File: config.mk
export PLATFORM = sky130hd
export DESIGN_NAME = sequential_list_engine_flat
export DESIGN_NICKNAME = d
export VERILOG_FILES = /design/src/hdl/sle_pkg.sv /design/src/hdl/sle_chan_if.sv /design/src/hdl/sequential_list_engine.sv /design/src/hdl/sle_ram.sv /design/src/hdl/sle_seq.sv /design/src/flat_wrapper.sv
export SDC_FILE = /design/constraint.sdc
export NUM_CORES = 2
export LEC_CHECK = 0
export BUFFER_PORTS_ARGS = -buffer_cell sky130_fd_sc_hd__buf_2
export CORE_MARGIN = 2
export CORE_UTILIZATION = 43
export DETAILED_ROUTE_END_ITERATION = 10
export GPL_ROUTABILITY_DRIVEN = 1
export PLACE_DENSITY = 0.61
export SYNTH_ARGS = -nofsm -noshare
export SYNTH_HDL_FRONTEND = slang
export SYNTH_HIERARCHICAL = 1
export SYNTH_SLANG_ARGS = --single-unit
export TNS_END_PERCENT = 5
File: constraint.sdc
create_clock -name clock -period 5.5 [get_ports clock]
set_input_delay 0.55 -clock clock [delete_from_list [all_inputs] [get_ports clock]]
set_output_delay 0.55 -clock clock [all_outputs]
set_load 0.01 [all_outputs]
File: src/hdl/sle_pkg.sv
// Shared types, codes and constants of the sequential list engine.
package sle_pkg;

   localparam int DEPTH_DEFAULT = 64;
   localparam int CMD_W         = 3;
   localparam int POS_W         = 7;
   localparam int DATA_W        = 32;
   localparam int IDX_W         = 6;
   localparam int LEN_W         = 7;
   localparam int CAP_W         = 7;
   localparam logic [CAP_W-1:0] CAP_RESET = 7'd64;

   typedef enum logic [CMD_W-1:0] {
      CMD_CLEAR  = 3'd0,
      CMD_INSERT = 3'd1,
      CMD_DELETE = 3'd2,
      CMD_GET    = 3'd3,
      CMD_LOCATE = 3'd4,
      CMD_PRIOR  = 3'd5,
      CMD_NEXT   = 3'd6
   } cmd_type;

   typedef enum logic [2:0] {
      ST_IDLE,
      ST_INS_SHIFT,
      ST_INS_WRITE,
      ST_DEL_SHIFT,
      ST_RD_ISSUE,
      ST_RD_WAIT,
      ST_SEARCH,
      ST_RESULT
   } state_type;

   typedef struct packed {
      logic [CMD_W-1:0]         command;
      logic [POS_W-1:0]         position;
      logic signed [DATA_W-1:0] data_in;
   } req_payload_type;

   typedef struct packed {
      logic                     ok;
      logic signed [DATA_W-1:0] data_out;
      logic [IDX_W-1:0]         index_out;
      logic [LEN_W-1:0]         length;
   } rsp_payload_type;

   typedef logic [CAP_W-1:0] csr_payload_type;

   typedef struct packed {
      logic start;
      logic ack;
   } seq_ctl_type;

   typedef struct packed {
      logic            idle;
      logic            done;
      rsp_payload_type result;
   } seq_stat_type;

endpackage

File: src/hdl/sle_chan_if.sv
// Valid/ready channel interface carrying one payload type.
interface sle_chan_if #(
   parameter type payload_type = logic
);
   logic        valid;
   logic        ready;
   payload_type payload;

   modport source (output valid, output payload, input ready);
   modport sink   (input valid, input payload, output ready);
endinterface

File: src/hdl/sequential_list_engine.sv
// Top level of the sequential list engine: channels, capacity register, result register.
//
//   channel   dir  payload                                  
//   req_chan  in   command, position, data_in               
//   rsp_chan  out  ok, data_out, index_out, length          
//   csr_chan  in   capacity (always ready)                  
//
// Insert moves every word from position to the end of the list up one place, and delete moves
// the words behind position down; search reads from index 0 to the first match (prior/next then read a neighbour).
// The entry RAM is read and written once per cycle.
// Reset empties the list and sets capacity to 64; stored words are not cleared.
// A finished request waits in the result register; the next request is taken
// meanwhile, and the sequencer holds its own result until that register frees.
module sequential_list_engine #(
   parameter int DEPTH = sle_pkg::DEPTH_DEFAULT
) (
   input logic        clock,
   input logic        reset,
   sle_chan_if.sink   req_chan,
   sle_chan_if.source rsp_chan,
   sle_chan_if.sink   csr_chan
);
   sle_pkg::csr_payload_type capacity_ff, capacity_in;
   logic                     rsp_valid_ff, rsp_valid_in;
   sle_pkg::rsp_payload_type rsp_payload_ff, rsp_payload_in;
   sle_pkg::seq_ctl_type     ctl;
   sle_pkg::seq_stat_type    stat;
   logic                     load;

   sle_seq #(
      .DEPTH (DEPTH)
   ) u_seq (
      .clock    (clock),
      .reset    (reset),
      .ctl      (ctl),
      .req      (req_chan.payload),
      .capacity (capacity_ff),
      .stat     (stat)
   );

   assign req_chan.ready = stat.idle;
   assign csr_chan.ready = 1'b1;

   assign load      = stat.done && (!rsp_valid_ff || rsp_chan.ready);
   assign ctl.start = req_chan.valid && stat.idle;
   assign ctl.ack   = load;

   always_comb begin
      capacity_in    = capacity_ff;
      rsp_valid_in   = rsp_valid_ff && !rsp_chan.ready;
      rsp_payload_in = rsp_payload_ff;
      if (csr_chan.valid) begin
         capacity_in = csr_chan.payload;
      end
      if (load) begin
         rsp_valid_in   = 1'b1;
         rsp_payload_in = stat.result;
      end
   end

   always_ff @(posedge clock) begin
      if (reset) begin
         capacity_ff  <= sle_pkg::CAP_RESET;
         rsp_valid_ff <= 1'b0;
      end else begin
         capacity_ff  <= capacity_in;
         rsp_valid_ff <= rsp_valid_in;
      end
   end

   always_ff @(posedge clock) begin
      rsp_payload_ff <= rsp_payload_in;
   end

   assign rsp_chan.valid   = rsp_valid_ff;
   assign rsp_chan.payload = rsp_payload_ff;
endmodule

File: src/hdl/sle_ram.sv
// Generic single-write, single-read RAM with registered read data.
module sle_ram #(
   parameter int WIDTH = 32,
   parameter int DEPTH = 64
) (
   input  logic                     clock,
   input  logic                     wr_en,
   input  logic [$clog2(DEPTH)-1:0] wr_addr,
   input  logic [WIDTH-1:0]         wr_data,
   input  logic [$clog2(DEPTH)-1:0] rd_addr,
   output logic [WIDTH-1:0]         rd_data
);
   logic [WIDTH-1:0] mem [DEPTH];
   logic [WIDTH-1:0] rd_data_ff;

   always_ff @(posedge clock) begin
      if (wr_en) begin
         mem[wr_addr] <= wr_data;
      end
      rd_data_ff <= mem[rd_addr];
   end

   assign rd_data = rd_data_ff;
endmodule

File: src/hdl/sle_seq.sv
// Command sequencer: walks the entry store one word per cycle for shift and search.
module sle_seq #(
   parameter int DEPTH = sle_pkg::DEPTH_DEFAULT
) (
   input  logic                          clock,
   input  logic                          reset,
   input  sle_pkg::seq_ctl_type          ctl,
   input  sle_pkg::req_payload_type      req,
   input  logic [sle_pkg::CAP_W-1:0]     capacity,
   output sle_pkg::seq_stat_type         stat
);
   localparam int AW  = $clog2(DEPTH);
   localparam int CW  = $clog2(DEPTH + 1);
   localparam int LW  = (CW > sle_pkg::CAP_W) ? CW : sle_pkg::CAP_W;
   localparam int DW  = sle_pkg::DATA_W;
   localparam int IW  = sle_pkg::IDX_W;
   localparam int NW  = sle_pkg::LEN_W;
   localparam logic [LW-1:0] DEPTH_X = LW'(DEPTH);

   sle_pkg::state_type state_ff, state_in;
   sle_pkg::cmd_type   cmd_ff, cmd_in;
   logic [CW-1:0]      pos_ff, pos_in;
   logic [DW-1:0]      val_ff, val_in;
   logic [CW-1:0]      cnt_ff, cnt_in;
   logic [CW-1:0]      ptr_ff, ptr_in;
   logic [CW-1:0]      rem_ff, rem_in;
   logic [AW-1:0]      wptr_ff, wptr_in;
   logic               pend_ff, pend_in;
   logic               pfirst_ff, pfirst_in;
   logic               ok_ff, ok_in;
   logic [DW-1:0]      dout_ff, dout_in;
   logic [AW-1:0]      idx_ff, idx_in;

   logic               ram_we;
   logic [AW-1:0]      ram_waddr;
   logic [DW-1:0]      ram_wdata;
   logic [AW-1:0]      ram_raddr;
   logic [DW-1:0]      ram_rdata;

   logic [LW-1:0]      pos_x;
   logic [LW-1:0]      cnt_x;
   logic [LW-1:0]      cap_x;
   logic [CW-1:0]      req_pos;
   logic [CW-1:0]      next_idx;
   logic               match;

   sle_ram #(
      .WIDTH (DW),
      .DEPTH (DEPTH)
   ) u_ram (
      .clock   (clock),
      .wr_en   (ram_we),
      .wr_addr (ram_waddr),
      .wr_data (ram_wdata),
      .rd_addr (ram_raddr),
      .rd_data (ram_rdata)
   );

   assign pos_x    = LW'(req.position);
   assign cnt_x    = LW'(cnt_ff);
   assign cap_x    = LW'(capacity);
   assign req_pos  = CW'(req.position);
   assign next_idx = CW'(wptr_ff) + 1'b1;
   assign match    = (ram_rdata == val_ff);

   always_ff @(posedge clock) begin
      if (reset) begin
         state_ff <= sle_pkg::ST_IDLE;
         cnt_ff   <= '0;
         pend_ff  <= 1'b0;
      end else begin
         state_ff <= state_in;
         cnt_ff   <= cnt_in;
         pend_ff  <= pend_in;
      end
   end

   always_ff @(posedge clock) begin
      cmd_ff    <= cmd_in;
      pos_ff    <= pos_in;
      val_ff    <= val_in;
      ptr_ff    <= ptr_in;
      rem_ff    <= rem_in;
      wptr_ff   <= wptr_in;
      pfirst_ff <= pfirst_in;
      ok_ff     <= ok_in;
      dout_ff   <= dout_in;
      idx_ff    <= idx_in;
   end

   always_comb begin
      state_in  = state_ff;
      cmd_in    = cmd_ff;
      pos_in    = pos_ff;
      val_in    = val_ff;
      cnt_in    = cnt_ff;
      ptr_in    = ptr_ff;
      rem_in    = rem_ff;
      wptr_in   = wptr_ff;
      pend_in   = 1'b0;
      pfirst_in = pfirst_ff;
      ok_in     = ok_ff;
      dout_in   = dout_ff;
      idx_in    = idx_ff;
      ram_we    = 1'b0;
      ram_waddr = wptr_ff;
      ram_wdata = ram_rdata;
      ram_raddr = ptr_ff[AW-1:0];

      case (state_ff)
         sle_pkg::ST_IDLE: begin
            if (ctl.start) begin
               cmd_in   = sle_pkg::cmd_type'(req.command);
               pos_in   = req_pos;
               val_in   = req.data_in;
               ok_in    = 1'b0;
               dout_in  = '0;
               idx_in   = '0;
               state_in = sle_pkg::ST_RESULT;
               case (sle_pkg::cmd_type'(req.command))
                  sle_pkg::CMD_CLEAR: begin
                     cnt_in = '0;
                     ok_in  = 1'b1;
                  end
                  sle_pkg::CMD_INSERT: begin
                     if (pos_x <= cnt_x && cnt_x < cap_x && cnt_x < DEPTH_X) begin
                        ptr_in   = cnt_ff - 1'b1;
                        rem_in   = cnt_ff - req_pos;
                        state_in = sle_pkg::ST_INS_SHIFT;
                     end
                  end
                  sle_pkg::CMD_DELETE: begin
                     if (pos_x < cnt_x) begin
                        ptr_in   = req_pos;
                        rem_in   = cnt_ff - req_pos;
                        state_in = sle_pkg::ST_DEL_SHIFT;
                     end
                  end
                  sle_pkg::CMD_GET: begin
                     if (pos_x < cnt_x) begin
                        ptr_in   = req_pos;
                        state_in = sle_pkg::ST_RD_ISSUE;
                     end
                  end
                  sle_pkg::CMD_LOCATE, sle_pkg::CMD_PRIOR, sle_pkg::CMD_NEXT: begin
                     if (cnt_ff != '0) begin
                        ptr_in   = '0;
                        rem_in   = cnt_ff;
                        state_in = sle_pkg::ST_SEARCH;
                     end
                  end
                  default: begin
                  end
               endcase
            end
         end

         sle_pkg::ST_INS_SHIFT: begin
            // move the word read last cycle up one place
            if (pend_ff) begin
               ram_we = 1'b1;
            end
            if (rem_ff != '0) begin
               pend_in = 1'b1;
               wptr_in = ptr_ff[AW-1:0] + 1'b1;
               ptr_in  = ptr_ff - 1'b1;
               rem_in  = rem_ff - 1'b1;
            end else begin
               state_in = sle_pkg::ST_INS_WRITE;
            end
         end

         sle_pkg::ST_INS_WRITE: begin
            ram_we    = 1'b1;
            ram_waddr = pos_ff[AW-1:0];
            ram_wdata = val_ff;
            cnt_in    = cnt_ff + 1'b1;
            ok_in     = 1'b1;
            state_in  = sle_pkg::ST_RESULT;
         end

         sle_pkg::ST_DEL_SHIFT: begin
            // first word read is the removed entry, the rest move down
            if (pend_ff) begin
               if (pfirst_ff) begin
                  dout_in = ram_rdata;
               end else begin
                  ram_we = 1'b1;
               end
            end
            if (rem_ff != '0) begin
               pend_in   = 1'b1;
               pfirst_in = (ptr_ff == pos_ff);
               wptr_in   = ptr_ff[AW-1:0] - 1'b1;
               ptr_in    = ptr_ff + 1'b1;
               rem_in    = rem_ff - 1'b1;
            end else begin
               cnt_in   = cnt_ff - 1'b1;
               ok_in    = 1'b1;
               state_in = sle_pkg::ST_RESULT;
            end
         end

         sle_pkg::ST_RD_ISSUE: begin
            state_in = sle_pkg::ST_RD_WAIT;
         end

         sle_pkg::ST_RD_WAIT: begin
            dout_in  = ram_rdata;
            ok_in    = 1'b1;
            state_in = sle_pkg::ST_RESULT;
         end

         sle_pkg::ST_SEARCH: begin
            if (pend_ff && match) begin
               state_in = sle_pkg::ST_RESULT;
               case (cmd_ff)
                  sle_pkg::CMD_LOCATE: begin
                     ok_in  = 1'b1;
                     idx_in = wptr_ff;
                  end
                  sle_pkg::CMD_PRIOR: begin
                     if (wptr_ff != '0) begin
                        ptr_in   = CW'(wptr_ff) - 1'b1;
                        state_in = sle_pkg::ST_RD_ISSUE;
                     end
                  end
                  sle_pkg::CMD_NEXT: begin
                     if (next_idx < cnt_ff) begin
                        ptr_in   = next_idx;
                        state_in = sle_pkg::ST_RD_ISSUE;
                     end
                  end
                  default: begin
                  end
               endcase
            end else if (rem_ff != '0) begin
               pend_in = 1'b1;
               wptr_in = ptr_ff[AW-1:0];
               ptr_in  = ptr_ff + 1'b1;
               rem_in  = rem_ff - 1'b1;
            end else begin
               state_in = sle_pkg::ST_RESULT;
            end
         end

         sle_pkg::ST_RESULT: begin
            if (ctl.ack) begin
               state_in = sle_pkg::ST_IDLE;
            end
         end

         default: begin
            state_in = sle_pkg::ST_IDLE;
         end
      endcase
   end

   assign stat.idle             = (state_ff == sle_pkg::ST_IDLE);
   assign stat.done             = (state_ff == sle_pkg::ST_RESULT);
   assign stat.result.ok        = ok_ff;
   assign stat.result.data_out  = dout_ff;
   assign stat.result.index_out = IW'(idx_ff);
   assign stat.result.length    = NW'(cnt_ff);
endmodule

File: src/flat_wrapper.sv
// flat-port wrapper written by rule: the top's interface ports become plain ports
module sequential_list_engine_flat 
#(
   parameter int DEPTH = sle_pkg::DEPTH_DEFAULT
)
  (clock, reset, req_chan_valid, req_chan_payload, req_chan_ready, rsp_chan_valid, rsp_chan_payload, rsp_chan_ready, csr_chan_valid, csr_chan_payload, csr_chan_ready);
  sle_chan_if #(.payload_type(sle_pkg::req_payload_type)) req_chan_i ();
  sle_chan_if #(.payload_type(sle_pkg::rsp_payload_type)) rsp_chan_i ();
  sle_chan_if #(.payload_type(sle_pkg::csr_payload_type)) csr_chan_i ();
  input logic clock;
  input logic reset;
  input wire logic [$bits(req_chan_i.valid)-1:0] req_chan_valid;
  input wire logic [$bits(req_chan_i.payload)-1:0] req_chan_payload;
  output wire logic [$bits(req_chan_i.ready)-1:0] req_chan_ready;
  output wire logic [$bits(rsp_chan_i.valid)-1:0] rsp_chan_valid;
  output wire logic [$bits(rsp_chan_i.payload)-1:0] rsp_chan_payload;
  input wire logic [$bits(rsp_chan_i.ready)-1:0] rsp_chan_ready;
  input wire logic [$bits(csr_chan_i.valid)-1:0] csr_chan_valid;
  input wire logic [$bits(csr_chan_i.payload)-1:0] csr_chan_payload;
  output wire logic [$bits(csr_chan_i.ready)-1:0] csr_chan_ready;
  assign req_chan_i.valid = req_chan_valid;
  assign req_chan_i.payload = req_chan_payload;
  assign req_chan_ready = req_chan_i.ready;
  assign rsp_chan_valid = rsp_chan_i.valid;
  assign rsp_chan_payload = rsp_chan_i.payload;
  assign rsp_chan_i.ready = rsp_chan_ready;
  assign csr_chan_i.valid = csr_chan_valid;
  assign csr_chan_i.payload = csr_chan_payload;
  assign csr_chan_ready = csr_chan_i.ready;
  sequential_list_engine #(.DEPTH(DEPTH)) u_core (.clock(clock), .reset(reset), .req_chan(req_chan_i), .rsp_chan(rsp_chan_i), .csr_chan(csr_chan_i));
endmodule
==> results_dict.tcl <==
set metrics [dict create \
    status "completed" \
    synthXorXnorAreaFrac_pct 0.737 \
    final_cell_mix "edfxtp_1, mux4_2, clkbuf_16" \
    crit_path_max_incr_delay_ps 1030 \
    hold_slack_ps 52.0 \
    grt_max_degree 107 \
    slowest_stage "o21ai_0" \
    final_common_cell "edfxtp_1" \
    core_region_area_sq_um 204000 \
    clock_path_buffers 3 \
    netlist_area_sq_um 88000 \
    drtIter0Drc 6413 \
    drc 0 \
    synth_top_family_by_area "multiplexers" \
    synth_ff_type "edfxtp_1" \
    die_width_um 456 \
    start_util_pct 43.1 \
    clk-insertion-delay-late_ps 880 \
    synth-edff-count 2196 \
    dr_wl_met2_mm 111 \
    synth_compound_gate_area_share_pct 3.99 \
    synth.ff_latch_count 2247 \
    holdBufCountCts 40 \
    track_usage_pct 22.8 \
    ant_nets 0 \
    place_congestion 0.917 \
    cts_made_buffers 219 \
    post-cts-setup-buffer-count 0 \
    vdd_drop_max_mv 0.623 \
    worst_pin_slew_ps 1340 \
    dieArea_sq_um 208000 \
    crit_chain "nor2_4 -> o21ai_0 -> nand3b_1 -> or2_1 -> nor2_4" \
    clock.fmax_mhz 217 \
    dp_slack_ps 1130 \
    fin_area_sq_um 99800 \
    ios 103 \
    p_per_area_nw_per_um2 595 \
    cp_top_family "simple AND/OR/NAND/NOR gates" \
    cts.reportedPaths.clkPinSlew_ps 70 \
    wl_per_cell_um 32.0 \
    worstHoldPathType "in2reg" \
    yosysWarnings 6 \
    p_leak_uw 0.0319 \
    cts_max_level 4 \
    worst_ep_arrival_time_ps 5100 \
    fin_crit_sh_pct 83.7 \
    crit_cells 5 \
    synth-simple-area-share_pct 3.04 \
    syn-instance-count 4374 \
    setup_viol 0 \
    numPortBuffers 101 \
    dpl.hpwl_mm 146 \
    grt_pass1_vias 43900 \
    crit_top_cell "nor2_4" \
    synthToLayoutAreaGrowth_pct 13.5 \
    vias 45400 \
    ys_async_sr_fraction_pct 0 \
    grt_pass1_wl_mm 337 \
    tns_ps 0 \
    final_nets 4708 \
    cts_resized 0 \
    vias_per_cell 6.05 \
    root_buffer "clkbuf_16" \
    wl_met1_mm 98.4 \
    finalCriticalPeriod_ps 4610 \
    rsz0062_at_grt "false" \
    wirelength_mm 240 \
    synth.mux.area_fraction_pct 13.7 \
    timing.final.ws_setup_ps 894 \
    synth_fa_ha_area_share_pct 0.486 \
    cp.required_ps 5990 \
    first_pass_iters 6 \
    syn_nets 4461 \
    finalHoldViolCount 0 \
    antenna_found_initial 20 \
    rows 166 \
    slew_viol_final 0 \
    crit_path_start_kind "register" \
    finClkSkew_ps 34.1 \
    cts_sinks 2247 \
    drive_gt1_share_pct 23.4 \
    path_class "reg2reg" \
    worstSetupEndpointType "register" \
    tritoncts "done" \
    dieHeight_um 456 \
    path_max_fanout 32 \
    ys_seq_area_share_pct 76.1 \
    cap_violations 0 \
    overflow 0 \
    placed_area_sq_um 92300 \
    ys_types 72 \
    relSlewSlack_pct 9.45 \
    worstHoldPathCells 1 \
    highest_layer "met5" \
    ff2ff_path_depth 5 \
    crit_buf_inv 0 \
    synth.avg_cell_area_sq_um 20.1 \
    route.met3.wl_mm 21.6 \
]
-- state kept, by name, indices dropped and copies added (netlist names) --
| register | cells |
|---|---|
| u_core/u_seq/pend_ff | 1 |
| u_core/u_seq/pfirst_ff | 1 |
| u_core/capacity_ff | 7 |
| u_core/u_seq/wptr_ff | 6 |
| u_core/rsp_chan.valid | 1 |
| u_core/u_seq/cnt_ff | 7 |
| u_core/u_seq/val_ff | 32 |
| u_core/rsp_chan.payload | 46 |
| u_core/u_seq/state_ff | 3 |
| u_core/u_seq/idx_ff | 6 |
| u_core/u_seq/ok_ff | 1 |
| u_core/u_seq/u_ram/mem | 2048 |
| u_core/u_seq/cmd_ff | 3 |
| u_core/u_seq/ptr_ff | 7 |
| u_core/u_seq/rem_ff | 7 |
| u_core/u_seq/pos_ff | 7 |
| u_core/u_seq/u_ram/rd_data | 32 |
| u_core/u_seq/dout_ff | 32 |
-- final timing paths --
| path | slack, ps | endpoint | from |
|---|---|---|---|
| hold reg to reg | 420 | u_core/rsp_chan.payload[27]$_DFFE_PP_ | u_core/u_seq/dout_ff[14]$_SDFFCE_PN0P_ |
| hold / removal | 50 | u_core/u_seq/pos_ff[2]$_DFFE_PP_ | req_chan_payload[34] |
| setup / recovery | 890 | u_core/u_seq/u_ram/mem[13][8]$_DFFE_PP_ | u_core/u_seq/state_ff[2]$_SDFFE_PP0P_ |
| setup reg to reg | 890 | u_core/u_seq/u_ram/mem[13][8]$_DFFE_PP_ | u_core/u_seq/state_ff[2]$_SDFFE_PP0P_ |
-- cells by family after synthesis --
family | count (synthesis)
AND/OR/NAND/NOR | 562
XOR/XNOR | 74
flip-flops | 2247
multiplexers | 650
AO/OA/AOI/OAI | 508
adder cells (fa/ha/maj) | 33
other | 1
buffers and inverters | 299
-- cell usage after synthesis (13+ instances only) --
cell      number  area [sq um]
a211oi_1      34           255
a21oi_1       76           380
a22o_1        15           131
a22oi_1      128           961
a311o_1       13           130
a31oi_1       27           169
and3_1        50           313
buf_1         14          52.6
buf_2         56           280
buf_4         30           225
buf_6         33           372
clkbuf_1     116           435
dfxtp_1       51          1020
edfxtp_1    2196         65900
ha_1          31           388
inv_1         41           154
mux2i_1      204          2040
mux4_2       446         10000
nand2_1      176           661
nand2b_1      15          93.8
nand3_1       58           290
nor2_1       139           522
nor2b_1       24           150
nor3_1        25           125
o211ai_1      17           128
o21ai_0       67           335
o221ai_1      18           158
o22a_1        13           114
o22ai_1       47           294
xnor2_1       50           438
xor2_1        24           210
-- power breakdown --
group / switching (uW) / internal [uW]
Clock: 6440 / 8380
Sequential: 692 / 23600
Combinational: 14400 / 5880
-- metal layers --
metal | track usage (%) | vias to the layer above
li1 | - | 18500
met1 | 32.7 | 24200
met2 | 35.2 | 2242
met3 | 4.28 | 357
met4 | 7.77 | 4
met5 | 0 | -
-- metrics by stage --
stage | cells | util [%] | power, uW
global placement | 7045 | 45.2 | 44600
CTS | 7493 | 48.9 | 59600
floorplan | 4374 | - | 35900
finish | 7503 | 48.9 | 59400
global route | 7496 | 48.9 | 61200
detailed placement | 7045 | 45.2 | 44900
-- cell type report --
| type | instances | area [sq um] |
|---|---|---|
| clock buffers | 264 | 5710 |
| multi-input cells | 1828 | 20100 |
| diodes | 7 | 17.5 |
| inverters | 41 | 154 |
| flip-flops and latches | 2247 | 67000 |
| fillers | 16400 | 104000 |
| well taps | 2688 | 3360 |
| clock inverters | 144 | 1380 |
| repair buffers | 284 | 2160 |
Note: power is estimated with default switching activity, not from simulation.
